[config.mk]
export PLATFORM = sky130hd
export DESIGN_NAME = shell_token_lexer_core
export DESIGN_NICKNAME = d
export VERILOG_FILES = /design/src/rtl/core/stl_pkg.sv /design/src/rtl/core/stl_step.sv /design/src/rtl/core/stl_fifo.sv /design/src/rtl/core/shell_token_lexer_core.sv
export SDC_FILE = /design/constraint.sdc
export NUM_CORES = 1
export LEC_CHECK = 0
export BUFFER_PORTS_ARGS = -buffer_cell sky130_fd_sc_hd__buf_2
export CAP_MARGIN = 20
export CORE_MARGIN = 8
export CORE_UTILIZATION = 45
export CTS_CLUSTER_DIAMETER = 120
export DETAILED_ROUTE_END_ITERATION = 10
export GPL_ROUTABILITY_DRIVEN = 0
export SETUP_SLACK_MARGIN = 0.5
export SLEW_MARGIN = 20
export SYNTH_ARGS = -nofsm -noshare
export SYNTH_HDL_FRONTEND = slang
export SYNTH_HIERARCHICAL = 1
export SYNTH_SLANG_ARGS = --single-unit
[constraint.sdc]
create_clock -name clk -period 6.1 [get_ports clk]
set_clock_uncertainty 0.1 [all_clocks]
set_input_delay 0 -clock clk [delete_from_list [all_inputs] [get_ports clk]]
set_output_delay 0 -clock clk [all_outputs]
set_load 0.02 [all_outputs]
[src/rtl/core/stl_pkg.sv]
// shared types, token kind codes, lexer mode codes and character constants
// for the shell token lexer; no dependencies
package stl_pkg;

	// lexer modes
	localparam logic [2:0] MODE_IDLE    = 3'd0;
	localparam logic [2:0] MODE_GT      = 3'd1;
	localparam logic [2:0] MODE_PIPE    = 3'd2;
	localparam logic [2:0] MODE_DASH    = 3'd3;
	localparam logic [2:0] MODE_COMMENT = 3'd4;
	localparam logic [2:0] MODE_STRING  = 3'd5;
	localparam logic [2:0] MODE_NAME    = 3'd6;

	// token kinds
	localparam logic [3:0] KIND_EOF         = 4'd0;
	localparam logic [3:0] KIND_READ        = 4'd1;
	localparam logic [3:0] KIND_WRITE       = 4'd2;
	localparam logic [3:0] KIND_APPEND      = 4'd3;
	localparam logic [3:0] KIND_INDENT      = 4'd4;
	localparam logic [3:0] KIND_NEWLINE     = 4'd5;
	localparam logic [3:0] KIND_PIPE        = 4'd6;
	localparam logic [3:0] KIND_PIPEVAR     = 4'd7;
	localparam logic [3:0] KIND_DASH        = 4'd8;
	localparam logic [3:0] KIND_VARIABLE    = 4'd9;
	localparam logic [3:0] KIND_NAME        = 4'd10;
	localparam logic [3:0] KIND_FUNC_SINGLE = 4'd11;
	localparam logic [3:0] KIND_FUNC_MULTI  = 4'd12;

	// source characters
	localparam logic [7:0] CH_LT    = 8'h3C;
	localparam logic [7:0] CH_GT    = 8'h3E;
	localparam logic [7:0] CH_TAB   = 8'h09;
	localparam logic [7:0] CH_NL    = 8'h0A;
	localparam logic [7:0] CH_VT    = 8'h0B;
	localparam logic [7:0] CH_FF    = 8'h0C;
	localparam logic [7:0] CH_CR    = 8'h0D;
	localparam logic [7:0] CH_SP    = 8'h20;
	localparam logic [7:0] CH_HASH  = 8'h23;
	localparam logic [7:0] CH_BAR   = 8'h7C;
	localparam logic [7:0] CH_EQ    = 8'h3D;
	localparam logic [7:0] CH_DASH  = 8'h2D;
	localparam logic [7:0] CH_DOLR  = 8'h24;
	localparam logic [7:0] CH_COLON = 8'h3A;
	localparam logic [7:0] CH_SQ    = 8'h27;
	localparam logic [7:0] CH_DQ    = 8'h22;

	localparam logic [23:0] LINE_MAX = 24'hFFFFFF;
	localparam logic [23:0] LINE_ONE = 24'd1;

	// result queue
	localparam int QDEPTH = 4;
	localparam int QAW    = $clog2(QDEPTH);

	typedef struct packed {
		logic [2:0]  mode;
		logic [7:0]  held;
		logic [7:0]  quote;
		logic        var_pend;
		logic [23:0] line;
	} lex_state_t;

	typedef struct packed {
		logic [3:0]  kind;
		logic        has_char;
		logic [7:0]  char_byte;
		logic        done;
		logic [23:0] line;
		logic        unclosed;
		logic        last;
	} res_t;

endpackage

[src/rtl/core/stl_step.sv]
// next-state and result logic for one source byte or end of input
// depends on stl_pkg
module stl_step import stl_pkg::*; (
	input  lex_state_t  cur,
	input  logic [7:0]  data_byte,
	input  logic        end_of_input,
	input  logic        line_start_mode,
	output lex_state_t  nxt,
	output logic [1:0]  res_cnt,
	output res_t        res0,
	output res_t        res1
);

	function automatic logic is_ws(input logic [7:0] c);
		return c inside {CH_SP, CH_TAB, CH_NL, CH_VT, CH_FF, CH_CR};
	endfunction

	function automatic res_t mk(input logic [3:0] kind, input logic has, input logic [7:0] ch,
			input logic done, input logic unc, input logic [23:0] ln);
		res_t r;
		r.kind      = kind;
		r.has_char  = has;
		r.char_byte = has ? ch : 8'd0;
		r.done      = done;
		r.line      = ln;
		r.unclosed  = unc;
		r.last      = 1'b0;
		return r;
	endfunction

	res_t        res [2];
	logic [1:0]  cnt;
	logic        vp;
	logic [23:0] ln;
	logic [23:0] ln_inc;
	logic        run_idle;
	logic [7:0]  c;

	assign ln_inc = (cur.line == LINE_MAX) ? cur.line : cur.line + LINE_ONE;
	assign c      = data_byte;

	always_comb begin
		nxt      = cur;
		cnt      = 2'd0;
		res[0]   = '0;
		res[1]   = '0;
		vp       = cur.var_pend;
		ln       = cur.line;
		run_idle = 1'b0;
		if (end_of_input) begin
			case (cur.mode)
				MODE_GT: begin
					res[cnt[0]] = mk(vp ? KIND_VARIABLE : KIND_WRITE, 1'b0, 8'd0, 1'b1, 1'b0, ln);
					cnt = cnt + 2'd1;
				end
				MODE_PIPE: begin
					res[cnt[0]] = mk(vp ? KIND_VARIABLE : KIND_PIPE, 1'b0, 8'd0, 1'b1, 1'b0, ln);
					cnt = cnt + 2'd1;
				end
				MODE_DASH: begin
					// lone dash closes as a one-byte name
					res[cnt[0]] = mk(vp ? KIND_VARIABLE : KIND_NAME, 1'b1, CH_DASH, 1'b1, 1'b0, ln);
					cnt = cnt + 2'd1;
				end
				MODE_NAME: begin
					if (line_start_mode && cur.held == CH_COLON) begin
						res[cnt[0]] = mk(vp ? KIND_VARIABLE : KIND_FUNC_SINGLE, 1'b0, 8'd0,
							1'b1, 1'b0, ln);
					end else begin
						res[cnt[0]] = mk(vp ? KIND_VARIABLE : KIND_NAME, 1'b1, cur.held,
							1'b1, 1'b0, ln);
					end
					cnt = cnt + 2'd1;
				end
				MODE_COMMENT: begin
					ln = ln_inc;
					res[cnt[0]] = mk(vp ? KIND_VARIABLE : KIND_NEWLINE, 1'b0, 8'd0, 1'b1, 1'b0, ln);
					cnt = cnt + 2'd1;
				end
				default: begin
				end
			endcase
			res[cnt[0]] = mk(KIND_EOF, 1'b0, 8'd0, 1'b1, cur.mode == MODE_STRING, ln);
			cnt = cnt + 2'd1;
			vp       = 1'b0;
			nxt.mode  = MODE_IDLE;
			nxt.held  = 8'd0;
			nxt.quote = 8'd0;
		end else begin
			case (cur.mode)
				MODE_GT: begin
					nxt.mode = MODE_IDLE;
					if (c == CH_GT) begin
						res[cnt[0]] = mk(vp ? KIND_VARIABLE : KIND_APPEND, 1'b0, 8'd0, 1'b1, 1'b0, ln);
					end else begin
						res[cnt[0]] = mk(vp ? KIND_VARIABLE : KIND_WRITE, 1'b0, 8'd0, 1'b1, 1'b0, ln);
						run_idle = 1'b1;
					end
					vp  = 1'b0;
					cnt = cnt + 2'd1;
				end
				MODE_PIPE: begin
					nxt.mode = MODE_IDLE;
					if (c == CH_EQ) begin
						res[cnt[0]] = mk(vp ? KIND_VARIABLE : KIND_PIPEVAR, 1'b0, 8'd0, 1'b1, 1'b0, ln);
					end else begin
						res[cnt[0]] = mk(vp ? KIND_VARIABLE : KIND_PIPE, 1'b0, 8'd0, 1'b1, 1'b0, ln);
						run_idle = 1'b1;
					end
					vp  = 1'b0;
					cnt = cnt + 2'd1;
				end
				MODE_DASH: begin
					if (is_ws(c) || c == CH_HASH) begin
						nxt.mode = MODE_IDLE;
						res[cnt[0]] = mk(vp ? KIND_VARIABLE : KIND_DASH, 1'b0, 8'd0, 1'b1, 1'b0, ln);
						vp  = 1'b0;
						cnt = cnt + 2'd1;
						run_idle = 1'b1;
					end else begin
						// dash starts a name; its byte goes out now
						nxt.mode = MODE_NAME;
						res[cnt[0]] = mk(vp ? KIND_VARIABLE : KIND_NAME, 1'b1, CH_DASH, 1'b0, 1'b0, ln);
						cnt = cnt + 2'd1;
						nxt.held = c;
					end
				end
				MODE_COMMENT: begin
					if (c == CH_NL) begin
						nxt.mode = MODE_IDLE;
						ln = ln_inc;
						res[cnt[0]] = mk(vp ? KIND_VARIABLE : KIND_NEWLINE, 1'b0, 8'd0, 1'b1, 1'b0, ln);
						vp  = 1'b0;
						cnt = cnt + 2'd1;
					end
				end
				MODE_STRING: begin
					if (c == cur.quote) begin
						nxt.mode  = MODE_IDLE;
						nxt.quote = 8'd0;
						res[cnt[0]] = mk(vp ? KIND_VARIABLE : KIND_NAME, 1'b0, 8'd0, 1'b1, 1'b0, ln);
						vp = 1'b0;
					end else begin
						if (c == CH_NL) begin
							ln = ln_inc;
						end
						res[cnt[0]] = mk(vp ? KIND_VARIABLE : KIND_NAME, 1'b1, c, 1'b0, 1'b0, ln);
					end
					cnt = cnt + 2'd1;
				end
				MODE_NAME: begin
					if (is_ws(c) || c == CH_HASH) begin
						if (line_start_mode && cur.held == CH_COLON) begin
							res[cnt[0]] = mk(vp ? KIND_VARIABLE :
								((c == CH_NL) ? KIND_FUNC_MULTI : KIND_FUNC_SINGLE),
								1'b0, 8'd0, 1'b1, 1'b0, ln);
						end else begin
							res[cnt[0]] = mk(vp ? KIND_VARIABLE : KIND_NAME, 1'b1, cur.held,
								1'b1, 1'b0, ln);
						end
						vp  = 1'b0;
						cnt = cnt + 2'd1;
						nxt.held = 8'd0;
						nxt.mode = MODE_IDLE;
						run_idle = 1'b1;
					end else begin
						// held byte goes out, new byte waits for a possible colon
						res[cnt[0]] = mk(vp ? KIND_VARIABLE : KIND_NAME, 1'b1, cur.held,
							1'b0, 1'b0, ln);
						cnt = cnt + 2'd1;
						nxt.held = c;
					end
				end
				default: begin
					nxt.mode = MODE_IDLE;
					run_idle = 1'b1;
				end
			endcase

			if (run_idle) begin
				case (c)
					CH_LT: begin
						res[cnt[0]] = mk(vp ? KIND_VARIABLE : KIND_READ, 1'b0, 8'd0, 1'b1, 1'b0, ln);
						vp  = 1'b0;
						cnt = cnt + 2'd1;
					end
					CH_GT:   nxt.mode = MODE_GT;
					CH_TAB: begin
						res[cnt[0]] = mk(vp ? KIND_VARIABLE : KIND_INDENT, 1'b0, 8'd0, 1'b1, 1'b0, ln);
						vp  = 1'b0;
						cnt = cnt + 2'd1;
					end
					CH_HASH: nxt.mode = MODE_COMMENT;
					CH_NL: begin
						ln = ln_inc;
						res[cnt[0]] = mk(vp ? KIND_VARIABLE : KIND_NEWLINE, 1'b0, 8'd0, 1'b1, 1'b0, ln);
						vp  = 1'b0;
						cnt = cnt + 2'd1;
					end
					CH_BAR:  nxt.mode = MODE_PIPE;
					CH_DASH: nxt.mode = MODE_DASH;
					CH_DOLR: vp = 1'b1;
					CH_DQ, CH_SQ: begin
						nxt.quote = c;
						nxt.mode  = MODE_STRING;
					end
					default: begin
						if (!is_ws(c)) begin
							nxt.held = c;
							nxt.mode = MODE_NAME;
						end
					end
				endcase
			end
		end

		if (cnt == 2'd1) begin
			res[0].last = 1'b1;
		end
		if (cnt == 2'd2) begin
			res[1].last = 1'b1;
		end
		nxt.var_pend = vp;
		nxt.line     = ln;
	end

	assign res_cnt = cnt;
	assign res0    = res[0];
	assign res1    = res[1];

endmodule

[src/rtl/core/stl_fifo.sv]
// small result queue: takes up to two beats per cycle, gives one
// depends on stl_pkg
module stl_fifo import stl_pkg::*; (
	input  logic           clk,
	input  logic           arst_n,
	input  logic [1:0]     push_cnt,
	input  res_t           push0,
	input  res_t           push1,
	input  logic           pop,
	output res_t           head,
	output logic [QAW:0]   fill
);

	res_t           mem_q [QDEPTH];
	logic [QAW-1:0] wptr_q;
	logic [QAW-1:0] rptr_q;
	logic [QAW:0]   fill_q;
	logic           do_pop;

	assign do_pop = pop && (fill_q != '0);

	always_ff @(posedge clk) begin
		if (push_cnt != 2'd0) begin
			mem_q[wptr_q] <= push0;
		end
		if (push_cnt == 2'd2) begin
			mem_q[wptr_q + QAW'(1)] <= push1;
		end
	end

	always_ff @(posedge clk or negedge arst_n) begin
		if (!arst_n) begin
			wptr_q <= '0;
			rptr_q <= '0;
			fill_q <= '0;
		end else begin
			wptr_q <= wptr_q + QAW'(push_cnt);
			if (do_pop) begin
				rptr_q <= rptr_q + QAW'(1);
			end
			fill_q <= fill_q + (QAW+1)'(push_cnt) - (QAW+1)'(do_pop);
		end
	end

	assign head = mem_q[rptr_q];
	assign fill = fill_q;

endmodule

[src/rtl/core/shell_token_lexer_core.sv]
// top level of the shell token lexer: state register, config register, result queue
// depends on stl_pkg, stl_step, stl_fifo
//
// lexes a shell-like language one source byte per beat and emits token beats:
// redirections, indent, newline (also for a closed comment), pipe and pipevar,
// dash, variables, names, function names and quoted string text, one text byte
// per beat; name bytes lag one input beat so a trailing colon can be dropped;
// a byte is taken every cycle while each byte yields at most one token beat and
// the token side keeps up; a byte that yields two beats (a name, a lone dash or
// a pending > or | closed by a token that emits too, or end of input behind a
// pending token) can make the byte side stall, since the token side drains
// one beat per cycle, while not stalled, out of a four-entry result queue and a
// byte is taken only while that queue holds two beats or fewer; a byte's beats
// are registered into the queue and leave from its head; no clearing pass after
// reset; line_start_mode sits at byte address 0 of the register port and should
// be written only while the lexer is idle
module shell_token_lexer_core import stl_pkg::*; (
	input  logic        clk,
	input  logic        arst_n,
	// register port
	input  logic        psel,
	input  logic        penable,
	input  logic        pwrite,
	input  logic [2:0]  paddr,
	input  logic [31:0] pwdata,
	output logic [31:0] prdata,
	output logic        pready,
	// source bytes
	input  logic        byte_valid,
	output logic        byte_stall,
	input  logic [7:0]  data_byte,
	input  logic        end_of_input,
	// token beats
	output logic        tok_valid,
	input  logic        tok_stall,
	output logic [3:0]  token_kind,
	output logic        has_char,
	output logic [7:0]  char_byte,
	output logic        token_done,
	output logic [23:0] line_number,
	output logic        unclosed_string,
	output logic        last
);

	lex_state_t   st_q;
	lex_state_t   st_nxt;
	logic         lsm_q;
	logic [1:0]   res_cnt;
	res_t         res0;
	res_t         res1;
	res_t         head;
	logic [QAW:0] fill;
	logic         accept;
	logic         reg_sel;

	// register 0 decodes on the word address bit only
	assign reg_sel = (paddr[2] == 1'b0);
	assign pready  = 1'b1;
	assign prdata  = reg_sel ? {31'd0, lsm_q} : 32'd0;

	always_ff @(posedge clk or negedge arst_n) begin
		if (!arst_n) begin
			lsm_q <= 1'b1;
		end else if (psel && penable && pwrite && reg_sel) begin
			lsm_q <= pwdata[0];
		end
	end

	// room for the worst case of two beats per byte
	assign byte_stall = (fill > (QAW+1)'(QDEPTH - 2));
	assign accept     = byte_valid && !byte_stall;

	stl_step u_step (
		.cur             (st_q),
		.data_byte       (data_byte),
		.end_of_input    (end_of_input),
		.line_start_mode (lsm_q),
		.nxt             (st_nxt),
		.res_cnt         (res_cnt),
		.res0            (res0),
		.res1            (res1)
	);

	// lexer state advances only on a taken byte
	always_ff @(posedge clk or negedge arst_n) begin
		if (!arst_n) begin
			st_q.mode     <= MODE_IDLE;
			st_q.held     <= 8'd0;
			st_q.quote    <= 8'd0;
			st_q.var_pend <= 1'b0;
			st_q.line     <= LINE_ONE;
		end else if (accept) begin
			st_q <= st_nxt;
		end
	end

	stl_fifo u_fifo (
		.clk      (clk),
		.arst_n   (arst_n),
		.push_cnt (accept ? res_cnt : 2'd0),
		.push0    (res0),
		.push1    (res1),
		.pop      (tok_valid && !tok_stall),
		.head     (head),
		.fill     (fill)
	);

	assign tok_valid       = (fill != '0);
	assign token_kind      = head.kind;
	assign has_char        = head.has_char;
	assign char_byte       = head.char_byte;
	assign token_done      = head.done;
	assign line_number     = head.line;
	assign unclosed_string = head.unclosed;
	assign last            = head.last;

`ifndef SYNTHESIS
	a_fill_bound: assert property (@(posedge clk) disable iff (!arst_n)
		fill <= (QAW+1)'(QDEPTH))
		else $error("result queue overfilled");

	a_line_monotonic: assert property (@(posedge clk) disable iff (!arst_n)
		1'b1 |=> st_q.line >= $past(st_q.line))
		else $error("line count went backwards");

	a_eof_last: assert property (@(posedge clk) disable iff (!arst_n)
		tok_valid && token_kind == KIND_EOF |-> last && token_done)
		else $error("eof beat not final");

	a_func_no_text: assert property (@(posedge clk) disable iff (!arst_n)
		tok_valid && (token_kind == KIND_FUNC_SINGLE || token_kind == KIND_FUNC_MULTI)
		|-> !has_char && token_done)
		else $error("function name beat carries text");
`endif

endmodule
==> results.py <==
metrics = {
    "global_route": {
        "grt_pass1_wl_mm": 70.66,
        "grt_util_all_layers": 0.2141,
        "grt_pass1_vias": 11630,
        "grt_max_degree": 53,
        "antenna_found_initial": 0,
        "grt_overflow": 0,
    },
    "worst_setup_path": {
        "slowest_stage": "dfrtp_1",
        "cp.required_ns": 6.28,
        "worstSetupPathType": "reg -> reg",
        "crit_start": "st_q[42]$_DFFE_PN0P_",
        "start_kind": "flop",
        "path_cells": "clkinv_1 -> nor3_1 -> or2_2 -> a21o_1 -> o221ai_1 -> nand2_1 -> inv_1 -> nor2_1 -> nand4b_1 -> buf_4 -> mux2_2",
        "worst_path_largest_cell_delay_ns": 0.72,
        "arrival_ns": 4.94,
        "r2r_cells": 11,
        "critPathMaxFanout": 40,
        "reg2reg_from": "st_q[42]$_DFFE_PN0P_",
        "crit_path_end_kind": "flop",
    },
    "job": {
        "drv_cap": 0,
    },
    "layout": {
        "insertedDiodeCount": 0,
        "areaGrowthSynthToFinish_pct": 6.196,
        "post-route-cell-area_um2": 16980,
        "nets": 1509,
        "instances_no_fill": 1930,
        "layout-drive-gt1-share": 0.2920,
        "fill_cells": 3254,
    },
    "place": {
        "port-buffer-count": 60,
        "hpwl_mm": 29.55,
        "place_area_um2": 16160,
        "dp.cells": 1880,
    },
    "clock_network": {
        "cts_buffers": 24,
        "root_buffer": "clkbuf_16",
        "cts_tree": "done",
        "path_clk_slew_ns": 0.06,
        "clock_path_buffers": 3,
        "cts_sinks": 212,
        "htreeDepth": 1,
        "insertion_delay_ns": 0.53,
    },
    "route": {
        "num_vias": 12110,
        "routedWlPerCell_um": 23.96,
        "viasPerCell": 6.272,
        "first_iter_violations": 1282,
        "drt_pass1_iterations": 6,
        "ant_nets": 0,
        "routed_wl_mm": 46.24,
        "route.detailed.drc": 0,
    },
    "floorplan": {
        "core-area_um2": 35310,
        "die_height_um": 204.5,
        "boundaryPins": 126,
        "rows": 69,
        "dieArea_um2": 41820,
        "start_util": 0.4529,
        "chipWidth_um": 204.5,
    },
    "synthesis": {
        "syn_area_per_cell_um2": 10.95,
        "yosys.area.top_type": "edfxtp_1",
        "ys_ff_latch": 212,
        "syn-instance-count": 1461,
        "async_reset_ff_frac": 0.2453,
        "synth-edff-count": 160,
        "syn_area_um2": 15990,
        "yosys_warnings": 6,
        "seq_area_frac_synth": 0.3820,
        "yosysUniqueCellTypes": 116,
        "yosysTopAreaCellShare": 0.3004,
        "synth_ff_type": "edfxtp_1",
        "synthTopCellsByArea": "edfxtp_1 (30%), mux2_2 (10%), dfrtp_1 (7.8%)",
    },
    "timing": {
        "fmax_ghz": 0.2099,
        "setup_tns_ns": 0,
        "rsz0062_at_grt": "no",
        "finalSetupViolCount": 0,
        "period_share": 0.7809,
        "worstMarginPinSlew_ns": 0.9508,
        "period_minus_slack_ns": 4.764,
        "maxSlewHeadroom": 0.3644,
        "slew_violations": 0,
        "hold_viol_final": 0,
    },
    "outcome": {
        "status": "finished, final reports clean",
    },
    "pwr": {
        "max-vdd-ir-drop_v": 0.0002626,
        "p_leak_nw": 6.250,
        "p_per_area_nw_per_um2": 342.7,
    },
    "hold_path": {
        "min_path_type": "in -> reg",
        "min_path_cells": 4,
        "holdCritStartpoint": "data_byte[5]",
    },
}
## stage by stage
step	hold slack [ns]	util	setup slack (ns)	total power [mW]
2_1_floorplan	-0.3956	-	1.049	3.792
3_3_place_gp	0.1300	0.4576	1.431	4.395
3_5_place_dp	0.1308	0.4576	1.395	4.429
4_1_cts	0.002659	0.4810	1.380	5.852
5_1_grt	0.06009	0.4810	0.9296	6.088
6_report	0.007243	0.4810	1.336	5.820
## layer usage
metal | share of wire | vias up | wire length (um) | track usage
met4 | 0.029 | 0 | 1337 | 0.06711
li1 | - | 5483 | - | -
met3 | 0.080 | 85 | 3689 | 0.03099
met2 | 0.45 | 560 | 20690 | 0.3323
met5 | 0 | - | 0 | 0
met1 | 0.44 | 5977 | 20520 | 0.3052
## cell families after synthesis
| kind of cell | synth area share |
|---|---|
| buf+inv | 0.07409 |
| mux | 0.2191 |
| other cells | 0.0007041 |
| flops | 0.3820 |
| compound gates | 0.1527 |
| fa+ha+maj | 0.006572 |
| simple gates | 0.1347 |
| xor+xnor | 0.03012 |
## synthesized netlist by cell type (11+ instances only)
cell type and count:
mux4_2 40, mux2_2 149, buf_4 64, o21ai_1 15, a221oi_1 12, o21ai_0 69
a21oi_1 72, nor2_1 83, o211ai_1 13, and2_1 18, nand4_1 11, and3_1 14
xnor2_1 37, a31oi_1 14, o22ai_1 23, edfxtp_1 160, a22oi_1 25, dfrtp_1 50
nand2_1 96, mux2_4 48, nand3_1 32, inv_1 15, buf_2 37, xor2_1 18
nor3_1 34, buf_6 17, and4_1 12, mux2_1 11, clkbuf_1 41
## worst max-delay path: cells and delay by family (launching register included)
kind,cells,cell delay (ns)
and+or+nand+nor,5,1.71
muxes,1,0.41
buffers and inverters,3,1.02
DFF,1,0.72
AOI/OAI and AO/OA,2,0.52
## placed cells by master (no fill, tap or decap), types with 7 or more instances in the layout
cell,netlist,layout
nand4_1,11,11
buf_2,37,60
inv_1,15,15
conb_1,3,44
nand2_1,96,96
a211oi_1,10,10
a21o_1,7,7
o21ai_0,69,69
o21a_1,7,7
o211ai_1,13,13
mux2_1,11,11
and4_1,12,12
a22oi_1,25,25
o22ai_1,23,23
mux2_4,48,48
or3_1,8,8
nand3_1,32,32
and2_1,18,18
a31oi_1,14,14
xor2_1,18,18
nor2b_1,8,7
o21ai_1,15,15
xnor2_1,37,37
dfrtp_1,50,48
clkbuf_16,0,25
mux2i_1,8,8
nand2b_1,10,10
a22o_1,10,10
a221oi_1,12,12
edfxtp_1,160,160
and3_1,14,14
o221ai_1,8,8
a21oi_1,72,70
clkbuf_1,41,7
mux4_2,40,40
nor3_1,34,33
mux2_2,149,149
buf_4,64,26
nor2_1,83,82
## layout make-up
type | count | area [um2] | share of cell area
clock buffers | 35 | 693.2 | 0.04082
clock inverters | 9 | 70.07 | 0.004126
inverters | 18 | 70.07 | 0.004126
multi-input cells | 1103 | 8906 | 0.5244
flip-flops and latches | 212 | 6111 | 0.3598
well taps | 461 | 576.8 | 0.03396
repair buffers | 92 | 555.5 | 0.03271
## where the power goes
| group | switching [mW] | internal (mW) |
|---|---|---|
| logic | 1.45 | 0.934 |
| clock network | 0.586 | 0.828 |
| registers | 0.177 | 1.84 |
## worst paths after layout
| check | to | slack (ns) |
|---|---|---|
| hold / removal | st_q[38]$_DFFE_PN0P_ | 0.007 |
| setup reg to reg | u_fifo/mem_q[0][6]$_DFFE_PP_ | 1.34 |
| setup / recovery | u_fifo/mem_q[0][6]$_DFFE_PP_ | 1.34 |
| hold reg to reg | u_fifo/fill[2]$_DFF_PN0_ | 0.45 |
| max in group asynchronous | u_fifo/rptr_q[0]$_DFFE_PN0P_ | 5.22 |
| min in group asynchronous | st_q[9]$_DFFE_PN0P_ | 0.07 |
## what timing repair did
action                                 4_1_cts  5_1_grt
endpoints found under the hold margin       55        0
gates resized for setup                      0        0
setup endpoints to repair                    0        0
buffers inserted                             0        0
hold buffers                                 6        0
## state kept, by name, summed over array words and instances, names as in the netlist
signal / cells
lsm_q: 1
st_q: 44
u_fifo/fill: 3
u_fifo/mem_q: 160
u_fifo/rptr_q: 2
u_fifo/wptr_q: 2
(Power assumes the default switching activity.)
